==> src/rtl/sprite_frame_sequencer_with_fade_macros.svh <==
// ----------------------------------------------------------------------------
// Assertion macros for the sprite frame sequencer
// Shared property wrappers, clocked on clk and held off during rst.
// ----------------------------------------------------------------------------
`ifndef SPRITE_FRAME_SEQUENCER_WITH_FADE_MACROS_SVH
`define SPRITE_FRAME_SEQUENCER_WITH_FADE_MACROS_SVH

// Consequent must hold in the same cycle as the antecedent
`define SFS_ASSERT_SAME(lbl, ante, cons) \
  lbl: assert property (@(posedge clk) disable iff (rst) (ante) |-> (cons)) \
    else $error("sfs assertion failed");

// Consequent must hold in the cycle after the antecedent
`define SFS_ASSERT_NEXT(lbl, ante, cons) \
  lbl: assert property (@(posedge clk) disable iff (rst) (ante) |=> (cons)) \
    else $error("sfs assertion failed");

`endif

==> src/rtl/sfs_pkg.sv <==
// ----------------------------------------------------------------------------
// sfs_pkg
// Types, constants and codes shared by the sprite frame sequencer modules.
// ----------------------------------------------------------------------------
package sfs_pkg;

  // Frame table
  localparam int MAX_FRAMES = 16;
  localparam int SLOT_W     = $clog2(MAX_FRAMES);
  localparam int CNT_W      = SLOT_W + 1;

  // Field widths
  localparam int TIME_W  = 16;
  localparam int TIMER_W = TIME_W + 1;
  localparam int ALPHA_W = 8;
  localparam int NUM_W   = ALPHA_W + TIME_W;

  // Opcodes
  localparam logic OP_TICK = 1'b0;
  localparam logic OP_LOAD = 1'b1;

  // Configuration registers
  localparam int   REG_IDX_W       = 1;
  localparam int   PADDR_W         = REG_IDX_W + 2;
  localparam int   PDATA_W         = 32;
  localparam logic REG_FRAME_COUNT = 1'b0;
  localparam logic REG_ZIGZAG      = 1'b1;
  localparam logic [CNT_W-1:0] FRAME_COUNT_RESET = CNT_W'(1);

  // Command queue between front and back
  localparam int FQ_DEPTH = 2;
  localparam int FQ_PTR_W = (FQ_DEPTH > 1) ? $clog2(FQ_DEPTH) : 1;
  localparam int FQ_CNT_W = $clog2(FQ_DEPTH + 1);

  typedef struct packed {
    logic               opcode;
    logic [TIME_W-1:0]  elapsed_time;
    logic [3:0]         load_slot;
    logic [TIME_W-1:0]  load_delay;
    logic [ALPHA_W-1:0] load_alpha_start;
    logic [ALPHA_W-1:0] load_alpha_end;
  } in_item_t;

  typedef struct packed {
    logic [3:0]         shown_frame;
    logic               cycle_done;
    logic [ALPHA_W-1:0] fade_alpha;
    logic               fade_valid;
  } out_item_t;

  // Classified command held in the queue
  typedef struct packed {
    logic               is_tick;
    logic               load_ok;
    logic [TIME_W-1:0]  elapsed;
    logic [SLOT_W-1:0]  slot;
    logic [TIME_W-1:0]  delay;
    logic [ALPHA_W-1:0] alpha_start;
    logic [ALPHA_W-1:0] alpha_end;
  } cmd_t;

  typedef struct packed {
    logic [CNT_W-1:0] frame_count;
    logic             zigzag_mode;
  } cfg_t;

endpackage

==> src/rtl/sprite_frame_sequencer_with_fade.sv <==
// ----------------------------------------------------------------------------
// sprite_frame_sequencer_with_fade
// Frame sequencer with alpha fade. Load items write one slot of a 16-entry
// frame table (delay, start alpha, end alpha); tick items advance the frame
// timer, step frames forward (wrapping, or ping-ponging in zigzag mode) and
// flag the end of each pass. Every item yields one result: the physical slot
// shown and, where start and end alpha differ, start + (end-start)*t/delay
// truncated. Items queue in a two-entry command buffer, so input is taken
// while the back end works or a result waits. A load passes through the
// evaluate and output states of the back end, a tick also through the advance
// state; a fading frame adds the product, divider start, serial divide steps
// and the wait for the divider's done flag. A result left unpopped holds
// the back end in its output state.
// frame_count lies at byte address 0, zigzag_mode at 4.
// ----------------------------------------------------------------------------
module sprite_frame_sequencer_with_fade (
  input  logic                          clk,
  input  logic                          rst,
  input  logic                          push,
  output logic                          full,
  input  sfs_pkg::in_item_t             item,
  output logic                          empty,
  input  logic                          pop,
  output sfs_pkg::out_item_t            result,
  input  logic                          psel,
  input  logic                          penable,
  input  logic                          pwrite,
  input  logic [sfs_pkg::PADDR_W-1:0]   paddr,
  input  logic [sfs_pkg::PDATA_W-1:0]   pwdata,
  output logic [sfs_pkg::PDATA_W-1:0]   prdata,
  output logic                          pready
);
  import sfs_pkg::*;

  cfg_t             cfg;
  logic             q_empty;
  logic             q_pop;
  cmd_t             q_cmd;
  logic [REG_IDX_W-1:0] reg_idx;

  assign pready  = 1'b1;
  assign reg_idx = paddr[PADDR_W-1:2];

  // Configuration register writes
  always_ff @(posedge clk) begin
    if (rst) begin
      cfg.frame_count <= FRAME_COUNT_RESET;
      cfg.zigzag_mode <= 1'b0;
    end else if (psel && penable && pwrite && pready) begin
      case (reg_idx)
        REG_FRAME_COUNT: cfg.frame_count <= pwdata[CNT_W-1:0];
        REG_ZIGZAG:      cfg.zigzag_mode <= pwdata[0];
        default: begin
        end
      endcase
    end
  end

  // Register read-back
  always_comb begin
    case (reg_idx)
      REG_FRAME_COUNT: prdata = PDATA_W'(cfg.frame_count);
      REG_ZIGZAG:      prdata = PDATA_W'(cfg.zigzag_mode);
      default:         prdata = '0;
    endcase
  end

  sfs_front u_front (
    .clk     (clk),
    .rst     (rst),
    .push    (push),
    .full    (full),
    .item    (item),
    .q_empty (q_empty),
    .q_pop   (q_pop),
    .q_cmd   (q_cmd)
  );

  sfs_back u_back (
    .clk     (clk),
    .rst     (rst),
    .cfg     (cfg),
    .q_empty (q_empty),
    .q_pop   (q_pop),
    .q_cmd   (q_cmd),
    .empty   (empty),
    .pop     (pop),
    .result  (result)
  );

endmodule

==> src/rtl/sfs_front.sv <==
// ----------------------------------------------------------------------------
// sfs_front
// Accepts items, classifies them as tick or load and queues the commands.
// ----------------------------------------------------------------------------
module sfs_front (
  input  logic              clk,
  input  logic              rst,
  input  logic              push,
  output logic              full,
  input  sfs_pkg::in_item_t item,
  output logic              q_empty,
  input  logic              q_pop,
  output sfs_pkg::cmd_t     q_cmd
);
  import sfs_pkg::*;

  cmd_t                cmd_mem [FQ_DEPTH];
  logic [FQ_PTR_W-1:0] wr_ptr;
  logic [FQ_PTR_W-1:0] rd_ptr;
  logic [FQ_CNT_W-1:0] count;
  logic                do_push;
  logic                do_pop;
  cmd_t                cmd_in;

  // Classify the incoming item
  always_comb begin
    cmd_in             = '0;
    cmd_in.is_tick     = (item.opcode == OP_TICK);
    cmd_in.load_ok     = ({1'b0, item.load_slot} < 5'(MAX_FRAMES));
    cmd_in.elapsed     = item.elapsed_time;
    cmd_in.slot        = SLOT_W'(item.load_slot);
    cmd_in.delay       = item.load_delay;
    cmd_in.alpha_start = item.load_alpha_start;
    cmd_in.alpha_end   = item.load_alpha_end;
  end

  assign full    = (count == FQ_CNT_W'(FQ_DEPTH));
  assign q_empty = (count == '0);
  assign do_push = push && !full;
  assign do_pop  = q_pop && !q_empty;
  assign q_cmd   = cmd_mem[rd_ptr];

  // Advance pointers and fill level
  always_ff @(posedge clk) begin
    if (rst) begin
      wr_ptr <= '0;
      rd_ptr <= '0;
      count  <= '0;
    end else begin
      if (do_push) begin
        wr_ptr <= (wr_ptr == FQ_PTR_W'(FQ_DEPTH - 1)) ? '0 : wr_ptr + 1'b1;
      end
      if (do_pop) begin
        rd_ptr <= (rd_ptr == FQ_PTR_W'(FQ_DEPTH - 1)) ? '0 : rd_ptr + 1'b1;
      end
      if (do_push && !do_pop) begin
        count <= count + 1'b1;
      end else if (do_pop && !do_push) begin
        count <= count - 1'b1;
      end
    end
  end

  // Store the command
  always_ff @(posedge clk) begin
    if (do_push) begin
      cmd_mem[wr_ptr] <= cmd_in;
    end
  end

endmodule

==> src/rtl/sfs_div.sv <==
// ----------------------------------------------------------------------------
// sfs_div
// Serial restoring divider, one quotient bit a cycle, for the fade ratio.
// The quotient is known to fit in ALPHA_W bits (numerator below 2^8 * den).
// ----------------------------------------------------------------------------
module sfs_div (
  input  logic                       clk,
  input  logic                       rst,
  input  logic                       start,
  input  logic [sfs_pkg::NUM_W-1:0]  num,
  input  logic [sfs_pkg::TIME_W-1:0] den,
  output logic                       done,
  output logic [sfs_pkg::ALPHA_W-1:0] quo,
  output logic [sfs_pkg::TIME_W-1:0] rem
);
  import sfs_pkg::*;

  localparam int STEP_W = $clog2(ALPHA_W);

  logic                busy;
  logic [STEP_W-1:0]   step;
  logic [TIME_W-1:0]   part;
  logic [ALPHA_W-1:0]  shift;
  logic [TIME_W:0]     trial;
  logic                fits;

  // Bring down the next numerator bit and try the subtraction
  assign trial = {part, shift[ALPHA_W-1]};
  assign fits  = (trial >= {1'b0, den});
  assign quo   = shift;
  assign rem   = part;

  always_ff @(posedge clk) begin
    if (rst) begin
      busy <= 1'b0;
      step <= '0;
      done <= 1'b0;
    end else begin
      // Flag completion the cycle after the last quotient bit
      done <= busy && !start && (step == '0);
      if (start) begin
        busy <= 1'b1;
        step <= STEP_W'(ALPHA_W - 1);
      end else if (busy) begin
        step <= step - 1'b1;
        if (step == '0) begin
          busy <= 1'b0;
        end
      end
    end
  end

  // Numerator low bits and quotient share the shift register
  always_ff @(posedge clk) begin
    if (start) begin
      part  <= num[NUM_W-1:ALPHA_W];
      shift <= num[ALPHA_W-1:0];
    end else if (busy) begin
      part  <= fits ? TIME_W'(trial - {1'b0, den}) : trial[TIME_W-1:0];
      shift <= {shift[ALPHA_W-2:0], fits};
    end
  end

endmodule

==> src/rtl/sfs_back.sv <==
// ----------------------------------------------------------------------------
// sfs_back
// Carries out queued commands: table writes, frame timing and fade alpha,
// and holds the finished result in an output register.
// ----------------------------------------------------------------------------
`include "sprite_frame_sequencer_with_fade_macros.svh"

module sfs_back (
  input  logic               clk,
  input  logic               rst,
  input  sfs_pkg::cfg_t      cfg,
  input  logic               q_empty,
  output logic               q_pop,
  input  sfs_pkg::cmd_t      q_cmd,
  output logic               empty,
  input  logic               pop,
  output sfs_pkg::out_item_t result
);
  import sfs_pkg::*;

  localparam logic [2:0] S_IDLE  = 3'd0;
  localparam logic [2:0] S_ADV   = 3'd1;
  localparam logic [2:0] S_EVAL  = 3'd2;
  localparam logic [2:0] S_MUL   = 3'd3;
  localparam logic [2:0] S_START = 3'd4;
  localparam logic [2:0] S_DIV   = 3'd5;
  localparam logic [2:0] S_OUT   = 3'd6;

  logic [2:0]          state;
  logic [SLOT_W-1:0]   cur;
  logic                backward;
  logic [TIMER_W-1:0]  timer;
  logic                tick_r;
  logic                done_r;
  logic                out_valid;

  // Frame table
  logic [TIME_W-1:0]   delay_mem  [MAX_FRAMES];
  logic [ALPHA_W-1:0]  astart_mem [MAX_FRAMES];
  logic [ALPHA_W-1:0]  aend_mem   [MAX_FRAMES];

  // Fade operands
  logic [SLOT_W-1:0]   p_r;
  logic [ALPHA_W-1:0]  a0_r;
  logic                up_r;
  logic                valid_r;
  logic [ALPHA_W-1:0]  diff_r;
  logic [TIME_W-1:0]   t_r;
  logic [TIME_W-1:0]   d_r;
  logic [NUM_W-1:0]    prod_r;
  logic [ALPHA_W-1:0]  q_r;
  logic                rem_nz;

  logic [CNT_W-1:0]    n;
  logic [CNT_W-1:0]    nm1;
  logic [SLOT_W-1:0]   cur_clamped;
  logic [SLOT_W-1:0]   phys;
  logic [TIMER_W:0]    sum;
  logic [TIME_W-1:0]   rd_delay;
  logic [ALPHA_W-1:0]  rd_a0;
  logic [ALPHA_W-1:0]  rd_a1;
  logic                out_free;
  logic                out_we;
  logic                div_done;
  logic [ALPHA_W-1:0]  div_quo;
  logic [TIME_W-1:0]   div_rem;
  logic [ALPHA_W-1:0]  alpha;

  // Effective frame count and clamped logical slot
  always_comb begin
    if (cfg.frame_count == '0) begin
      n = CNT_W'(1);
    end else if (cfg.frame_count > CNT_W'(MAX_FRAMES)) begin
      n = CNT_W'(MAX_FRAMES);
    end else begin
      n = cfg.frame_count;
    end
    nm1         = n - 1'b1;
    cur_clamped = ({1'b0, cur} > nm1) ? nm1[SLOT_W-1:0] : cur;
  end

  // Physical slot: mirror the table when running backward
  assign phys = backward ? SLOT_W'(nm1 - {1'b0, cur}) : cur;

  assign rd_delay = delay_mem[phys];
  assign rd_a0    = astart_mem[phys];
  assign rd_a1    = aend_mem[phys];

  // Saturating timer sum
  assign sum = {1'b0, timer} + (TIMER_W + 1)'(q_cmd.elapsed);

  assign q_pop    = (state == S_IDLE) && !q_empty;
  assign out_free = !out_valid || pop;
  assign out_we   = (state == S_OUT) && out_free;
  assign empty    = !out_valid;

  // Final fade value
  always_comb begin
    if (!valid_r) begin
      alpha = a0_r;
    end else if (up_r) begin
      alpha = a0_r + q_r;
    end else begin
      alpha = a0_r - q_r - ALPHA_W'(rem_nz);
    end
  end

  sfs_div u_div (
    .clk   (clk),
    .rst   (rst),
    .start (state == S_START),
    .num   (prod_r),
    .den   (d_r),
    .done  (div_done),
    .quo   (div_quo),
    .rem   (div_rem)
  );

  // Sequencer control
  always_ff @(posedge clk) begin
    if (rst) begin
      state     <= S_IDLE;
      cur       <= '0;
      backward  <= 1'b0;
      timer     <= '0;
      tick_r    <= 1'b0;
      done_r    <= 1'b0;
      out_valid <= 1'b0;
    end else begin
      // Fill the output register, or drop the item once it is popped
      if (out_we) begin
        out_valid <= 1'b1;
      end else if (pop && out_valid) begin
        out_valid <= 1'b0;
      end
      case (state)
        S_IDLE: begin
          if (!q_empty) begin
            cur    <= cur_clamped;
            tick_r <= q_cmd.is_tick;
            done_r <= 1'b0;
            if (q_cmd.is_tick) begin
              timer <= sum[TIMER_W] ? {TIMER_W{1'b1}} : sum[TIMER_W-1:0];
              state <= S_ADV;
            end else begin
              state <= S_EVAL;
            end
          end
        end
        S_ADV: begin
          // Step to the next frame once the delay has run out
          if (timer >= {1'b0, rd_delay}) begin
            timer <= '0;
            if ({1'b0, cur} == nm1) begin
              done_r <= 1'b1;
              if (cfg.zigzag_mode) begin
                backward <= !backward;
                cur      <= (n >= CNT_W'(2)) ? SLOT_W'(1) : '0;
              end else begin
                cur <= '0;
              end
            end else begin
              cur <= cur + 1'b1;
            end
          end
          state <= S_EVAL;
        end
        S_EVAL: begin
          state <= ((rd_a0 == rd_a1) || (rd_delay == '0)) ? S_OUT : S_MUL;
        end
        S_MUL: begin
          state <= S_START;
        end
        S_START: begin
          state <= S_DIV;
        end
        S_DIV: begin
          if (div_done) begin
            state <= S_OUT;
          end
        end
        S_OUT: begin
          if (out_free) begin
            state <= S_IDLE;
          end
        end
        default: begin
          state <= S_IDLE;
        end
      endcase
    end
  end

  // Table writes
  always_ff @(posedge clk) begin
    if (q_pop && !q_cmd.is_tick && q_cmd.load_ok) begin
      delay_mem[q_cmd.slot]  <= q_cmd.delay;
      astart_mem[q_cmd.slot] <= q_cmd.alpha_start;
      aend_mem[q_cmd.slot]   <= q_cmd.alpha_end;
    end
  end

  // Fade operands, product and quotient
  always_ff @(posedge clk) begin
    if (state == S_EVAL) begin
      p_r     <= phys;
      a0_r    <= rd_a0;
      valid_r <= (rd_a0 != rd_a1);
      up_r    <= (rd_a0 <= rd_a1);
      diff_r  <= (rd_a0 <= rd_a1) ? rd_a1 - rd_a0 : rd_a0 - rd_a1;
      t_r     <= (timer > {1'b0, rd_delay}) ? rd_delay : timer[TIME_W-1:0];
      d_r     <= rd_delay;
      q_r     <= '0;
      rem_nz  <= 1'b0;
    end
    if (state == S_MUL) begin
      prod_r <= NUM_W'(diff_r) * NUM_W'(t_r);
    end
    if ((state == S_DIV) && div_done) begin
      q_r    <= div_quo;
      rem_nz <= (div_rem != '0);
    end
  end

  // Output register
  always_ff @(posedge clk) begin
    if (out_we) begin
      result.shown_frame <= 4'(p_r);
      result.cycle_done  <= done_r;
      result.fade_alpha  <= alpha;
      result.fade_valid  <= valid_r;
    end
  end

  `SFS_ASSERT_NEXT(a_take_leaves_idle, (state == S_IDLE) && !q_empty, state != S_IDLE)
  `SFS_ASSERT_SAME(a_div_done_in_wait, div_done, state == S_DIV)
  `SFS_ASSERT_SAME(a_load_never_done, out_we && !tick_r, !done_r)
  `SFS_ASSERT_SAME(a_slot_within_count, state == S_EVAL, {1'b0, cur} <= nm1)

endmodule
==> config.mk <==
export PLATFORM = sky130hd
export DESIGN_NAME = sprite_frame_sequencer_with_fade
export DESIGN_NICKNAME = d
export VERILOG_FILES = /design/src/rtl/sfs_pkg.sv /design/src/rtl/sprite_frame_sequencer_with_fade.sv /design/src/rtl/sfs_front.sv /design/src/rtl/sfs_div.sv /design/src/rtl/sfs_back.sv
export VERILOG_INCLUDE_DIRS = /design/src /design/src/rtl
export SDC_FILE = /design/constraint.sdc
export NUM_CORES = 1
export LEC_CHECK = 0
export BUFFER_PORTS_ARGS = -buffer_cell sky130_fd_sc_hd__buf_2
export CORE_MARGIN = 4
export CORE_UTILIZATION = 51
export CTS_CLUSTER_SIZE = 14
export DETAILED_ROUTE_END_ITERATION = 16
export PLACE_DENSITY = 0.69
export SYNTH_ARGS = -nofsm -noshare
export SYNTH_HDL_FRONTEND = slang
export SYNTH_HIERARCHICAL = 1
export SYNTH_SLANG_ARGS = --single-unit
==> constraint.sdc <==
create_clock -name clk -period 7.3 [get_ports clk]
set_clock_uncertainty 0.1 [all_clocks]
set_input_delay 2.19 -clock clk [delete_from_list [all_inputs] [get_ports clk]]
set_output_delay 2.19 -clock clk [all_outputs]
set_load 0.05 [all_outputs]
# Word-level counts from Yosys, hierarchy flattened
# Memory sizes are Yosys's and may differ from the RTL's. A register that Yosys moved wholly into a read port is not among the register bits.
# Cells that the tools add are included.
dict set report classes {
  n_addsub 15
  mul 1
  n_lt_le_gt_ge 7
  n_eq_ne 17
  mux 56
  n_bitwise 2
  reduce_logical 42
}
# operator n
set op_table {}
lappend op_table {{$mux W17} 4}
lappend op_table {{$mux W16} 4}
lappend op_table {{$pmux W32 S2} 1}
lappend op_table {{$mux W8} 7}
lappend op_table {{$ge A17 B16 Y1} 2}
lappend op_table {{$pmux W17 S2} 1}
lappend op_table {{$mul A8 B16 Y24} 1}
lappend op_table {{$mux W4} 6}
lappend op_table {{$sub A8 B8 Y8} 3}
lappend op_table {{$pmux W3 S7} 1}
lappend op_table {{$mux W1} 19}
lappend op_table {{$add A17 B16 Y18} 1}
lappend op_table {{$mux W3} 6}
lappend op_table {{$gt A17 B16 Y1} 1}
lappend op_table {{$logic_not A16 Y1} 1}
lappend op_table {{$reduce_and A4 Y1} 4}
lappend op_table {{$reduce_bool A16 Y1} 1}
lappend op_table {{$sub A16 B16 Y16} 1}
lappend op_table {{$logic_and A1 B1 Y1} 13}
lappend op_table {{$mux W5} 2}
lappend op_table {{$ne A2 B1 Y1 const B} 5}
lappend op_table {{$reduce_bool A2 Y1} 5}
lappend op_table {{$eq A3 B3 Y1 const B} 3}
lappend op_table {{$add A8 B8 Y8} 1}
lappend op_table {{31 further kinds} 47}
dict set report word_totals {
  reg_bits 167
  ramBits 618
  inputBits 95
  output_inout_bits 49
  elab_cells 174
  memories 4
}
# memory words word_bits read_ports rd_ports_with_merged_regs write_ports line_no
set memory_table {}
lappend memory_table {u_back.delay_mem 16 16 1 0 1 sfs_back.sv:38} ;# logic [TIME_W-1:0] delay_mem [MAX_FRAMES];
lappend memory_table {u_back.aend_mem 16 8 1 0 1 sfs_back.sv:40} ;# logic [ALPHA_W-1:0] aend_mem [MAX_FRAMES];
lappend memory_table {u_back.astart_mem 16 8 1 0 1 sfs_back.sv:39} ;# logic [ALPHA_W-1:0] astart_mem [MAX_FRAMES];
lappend memory_table {u_front.cmd_mem 2 53 1 1 1 sfs_front.sv:17} ;# cmd_t cmd_mem [FQ_DEPTH];

# Depth between registers and ports, before layout
# An unclocked memory read counts as a cell.
dict set report logic_depth {
  ltp_word 11
  depth_mapped 30
  mapped_depth_nobuf 25
}

# Modules after synthesis
# The synthesis kept the hierarchy.
# module instances cells_per_inst area_each_um2 seq_area_each_um2
set modules_own_cells {}
lappend modules_own_cells {sfs_back 1 2532 31440.2 18948.2}
lappend modules_own_cells {sfs_front 1 193 4042.6 3283.1}
lappend modules_own_cells {sfs_div 1 222 2230.9 820.8}
lappend modules_own_cells {sprite_frame_sequencer_with_fade 1 63 545.5 120.1}

# Worst setup path before layout
# No wires, ideal clock.
dict set report synth_path {
  path_type {register to register}
  startpoint {register, netlist name cfg[2]}
  endpoint {register u_back.diff_r[7], data pin}
  setup_ps 258
  arrival_time_ps 5976
  required_ps 6942
  setup_slack_ps 966
  path_stages_with_launch 30
  path_buffers 6
  synth_period_minus_slack_ps 6334
  path_cell_list {dfxtp_1 > nor3_1 > o21bai_1 > ha_1 > xnor2_1 > ha_1 > xnor2_1 > mux2i_4 > buf_2 > buf_2 > buf_2 > clkbuf_1 > clkbuf_1 > nand3_1 > nand3_1 > o21ai_0 > mux2i_1 > inv_1 > ha_1 > nor2b_1 > o21ai_0 > a21oi_1 > o31ai_1 > clkbuf_1 > mux2i_1 > o21ai_0 > nor3_1 > o31ai_1 > a21oi_1 > xnor2_1}
}
dict set report synth_via {
  elab_chain_cells 9
  elab_cells_between_ends 13
  classes_between {4 x add/sub; 2 x order compare; 4 x mux; 1 x reduce/logical; 2 x memory}
}
# item line_no
set synth_rtl {}
lappend synth_rtl {{$gt A5 B5 Y1} sfs_back.sv:73} ;# end else if (cfg.frame_count > CNT_W'(MAX_FRAMES)) begin
lappend synth_rtl {{$mux W5} sfs_back.sv:73}
lappend synth_rtl {{$mux W5 *} sfs_back.sv:71} ;# if (cfg.frame_count == '0) begin
lappend synth_rtl {{$sub A5 B1 Y5 *} sfs_back.sv:78} ;# nm1 = n - 1'b1;
lappend synth_rtl {{$sub A4 B4 Y4 *} sfs_back.sv:83} ;# assign phys = backward ? SLOT_W'(nm1 - {1'b0, cur}) : cur;
lappend synth_rtl {{$mux W4 *} sfs_back.sv:83}
lappend synth_rtl {{$mem_v2 Z16 W8 (on tied branches)} --}
lappend synth_rtl {{$sub A8 B8 Y8 / $le A8 B8 Y1 (equally long branches)} sfs_back.sv:210} ;# diff_r <= (rd_a0 <= rd_a1) ? rd_a1 - rd_a0 : rd_a0 - rd_a1;
lappend synth_rtl {{$mux W8 *} sfs_back.sv:210}
lappend synth_rtl {{end signal, assigned} sfs_back.sv:210}
lappend synth_rtl {{end, declared} sfs_back.sv:47} ;# logic [ALPHA_W-1:0] diff_r;
# Mark *: on every way between the ends. The rest lies on a longest branch, timed or not.
# A chain may end at the register's enable or synchronous reset.

# Worst setup path in the final report
dict set report layout_path {
  startpoint {register, netlist name cfg[2]}
  endpoint {register u_back.diff_r[7], data pin}
}
dict set report layout_via {
  elab_chain_cells 9
  elab_cells_between_ends 13
  classes_between {4 x add/sub; 2 x order compare; 4 x mux; 1 x reduce/logical; 2 x memory}
}
# item line_no
set layout_rtl {}
lappend layout_rtl {{$gt A5 B5 Y1} sfs_back.sv:73}
lappend layout_rtl {{$mux W5} sfs_back.sv:73}
lappend layout_rtl {{$mux W5 *} sfs_back.sv:71}
lappend layout_rtl {{$sub A5 B1 Y5 *} sfs_back.sv:78}
lappend layout_rtl {{$sub A4 B4 Y4 *} sfs_back.sv:83}
lappend layout_rtl {{$mux W4 *} sfs_back.sv:83}
lappend layout_rtl {{$mem_v2 Z16 W8 (on tied branches)} --}
lappend layout_rtl {{$sub A8 B8 Y8 / $le A8 B8 Y1 (equally long branches)} sfs_back.sv:210}
lappend layout_rtl {{$mux W8 *} sfs_back.sv:210}
# Marked as above.

==> out/qor.txt <==
R2R depth = 25
Worst path required time = 7.56 ns
Slew Limit Fails = 0
CP endpoint kind = register
Final Hold Viols = 0
Worst-Margin Slew = 1.17 ns
CTS tree = yes
Antenna viol nets, final = 0
IR drop worst, VDD = 492 uV
GRT Residual Overflow = 0
MaxCap Viol Count = 0
Hold Worst Slack = 0.319 ns
Crit-path max FO = 38
Synth unique cells = 81
Fill cells = 5,809
1st-iter DRT viols = 1,899
Vias per cell = 5.70
Max clock buf depth = 3
Layout Nets = 3,425
Boundary pin count = 144
Starting Density = 51.4%
Synth Instances = 3,010
Number of I/O port buffers = 86
Hold_sp = u_back/p_r[2]
Max Clk Rate = 145 MHz
TritonCTS buffer count = 80
Area contributors post-synth = edfxtp_1, nand2_1, fa_1
HPWL Detailed = 53.4 mm
Cell taking the most area after synthesis = edfxtp_1
Post-synth EDFFs = 743
Yosys reg bits = 786
Gp weighted congestion = 0.881
1st-pass router iterations = 6
Global-route wire length before repair = 134 mm
Commonest non-fill, non-tap cell in the layout = edfxtp_1
Reg2reg start = cfg[2]
Final setup margin = 0.382 ns
Worst Hold Class = reg2reg
Tmin final = 6.92 ns
Share of cells above drive strength 1 = 13.0%
R2R setup slack = 0.38 ns
RSZ-0062 raised after global routing = yes
Worst-Skew Late Latency = 0.62 ns
Post-Route WL = 85.6 mm
PwrDens = 501 nW/um2
Final cycle utilization of the critical path = 94.8%
Die H = 282 um
Largest net degree at the start of global routing = 104
Initial antenna violation count = 1
Most frequent cells in the layout = edfxtp_1, nand2_1, inv_1
Synthesis Warnings = 6
Setup WS pre-CTS = 0.155 ns
Hold Crit Endpoint = u_back/result[12]
Status = finished clean
Die area = 79,500 um2
DRC Markers = 0
Worst setup startpoint = cfg[2]
R2R Path End = u_back/diff_r[7]
CTS clk-pin slew, worst paths = 0.06 ns
Leakage power = 0.0160 uW
Fraction of registers with async set/reset = 0%
Setup bufs post-CTS = 0
Share of the synthesized area in the top cell type = 58.3%
CTS sink count = 786
Area growth from synthesis to layout = 10.7%
Root Driver = clkbuf_16
Worst setup SP type = register
CTS H-tree lvls = 3
Hold Path Stages = 0
Slew headroom = 21.7%
Vias = 23,500
GRT Resource Usage Total = 21.7%
Core Box Area = 74,400 um2
Post-route cell area = 42,400 um2
Die Span X = 282 um
Final Util = 56.9%
Post-synthesis sequential area ratio = 60.6%
Worst Path Arrival = 7.18 ns
DP Area = 39,800 um2
Synthesized area = 38,300 um2
Rows = 100
Setup CP Type = reg2reg
Setup violators final = 0
Vias in the first global route = 24,100
Inserted Diodes = 0
Most used DFF post-synth = edfxtp_1
Mean Syn Cell Area = 12.7 um2
WL/cell = 20.7 um
what timing repair did:
item,CTS,global route
gates resized for setup,0,2
hold buffers,0,0
endpoints found under the setup margin,0,19
Yosys cell counts, types with 27 or more instances:
cell type and number:
a21oi_1 63, a311oi_1 27, and2_1 94, and3_1 33, buf_4 32, clkbuf_1 74
dfxtp_1 43, edfxtp_1 743, fa_1 92, ha_1 139, inv_1 204, mux2_2 86
mux2i_1 56, mux4_2 28, nand2_1 515, nand2b_1 27, nand3_1 177, nor2_1 100
o21ai_0 109, xnor2_1 50
final cells by class:
type | instances | area [um2] | share of cell area [%]
flip-flops and latches | 786 | 23200 | 54.7
multi-input cells | 1892 | 13800 | 32.6
clock buffers | 98 | 2070 | 4.89
well taps | 969 | 1210 | 2.86
repair buffers | 133 | 858 | 2.03
inverters | 206 | 778 | 1.84
clock inverters | 46 | 460 | 1.09
how the worst max path moves through the flow:
stage,end,cells past startpoint
6_report,u_back/diff_r[7],25
5_1_grt,u_back/diff_r[7],26
4_1_cts,u_back/diff_r[7],25
3_5_place_dp,u_back/diff_r[7],25
3_3_place_gp,u_back/timer[1],21
2_1_floorplan,u_back/diff_r[7],29
flip-flops by register name, indices dropped and copies added (netlist names), 2 cells and up, named ones only:
register and count:
u_back/delay_mem 256, u_back/aend_mem 128, u_back/astart_mem 128, u_front/cmd_mem 106, u_back/prod_r 24, u_back/timer 17
u_back/d_r 16, u_back/t_r 16, u_back/u_div/rem 16, u_back/result 14, u_back/a0_r 8, u_back/diff_r 8
u_back/q_r 8, u_back/u_div/quo 8, cfg 6, u_back/cur 4, u_back/p_r 4, u_back/state 3
u_back/u_div/step 3, u_front/count 2
cell families (layout without fill, tap and decap cells):
kind of cell | Yosys count | in the layout | synth area share, %
AND/OR/NAND/NOR | 1052 | 1052 | 12.7
flip-flops | 786 | 786 | 60.6
adder cells (fa/ha/maj) | 231 | 231 | 9.36
buffers and inverters | 358 | 483 | 4.02
XOR/XNOR | 68 | 68 | 1.56
other | 3 | 29 | 0.0294
multiplexers | 181 | 181 | 6.15
AO/OA/AOI/OAI | 331 | 331 | 5.60
layer usage:
metal	GRT usage, %	vias to the layer above	routed length, um
li1	-	10900	-
met1	28.1	11800	35400
met2	37.9	690	43200
met3	3.11	148	4900
met4	7.06	2	2100
met5	0	-	20
metrics by stage:
| step | std cells | TNS [ns] | total power [uW] |
|---|---|---|---|
| 6_report | 4130 | 0 | 21200 |
| 4_1_cts | 4130 | 0 | 21300 |
| 3_3_place_gp | 3986 | 0 | 16900 |
| 5_1_grt | 4130 | -0.252 | 23100 |
| 3_5_place_dp | 3986 | 0 | 17300 |
| 2_1_floorplan | 3036 | 0 | 15100 |
power breakdown:
| part | internal (uW) | switching (uW) |
|---|---|---|
| Combinational | 4680 | 5990 |
| Clock | 2300 | 1640 |
| Sequential | 6210 | 382 |
critical path, stage by stage, from the launching register on:
cell and delay [ns]:
dfxtp_1 0.34, nor3_1 0.26, o21bai_1 0.12, ha_1 0.24, xnor2_1 0.31, ha_1 0.36, xnor2_1 0.36, mux2i_4 0.15
inv_2 0.63, buf_4 0.33, nand3_1 0.09, nand3_1 0.08, o21ai_0 0.14, mux2i_1 0.31, ha_1 0.27, fa_1 0.21
nor2b_1 0.05, o21ai_0 0.27, a21oi_1 0.18, o31ai_4 0.60, mux2i_1 0.36, o211ai_1 0.15, nor3_1 0.28, o31ai_1 0.13
a21oi_1 0.20, xnor2_1 0.08
Power figures use the tool's default switching activity.
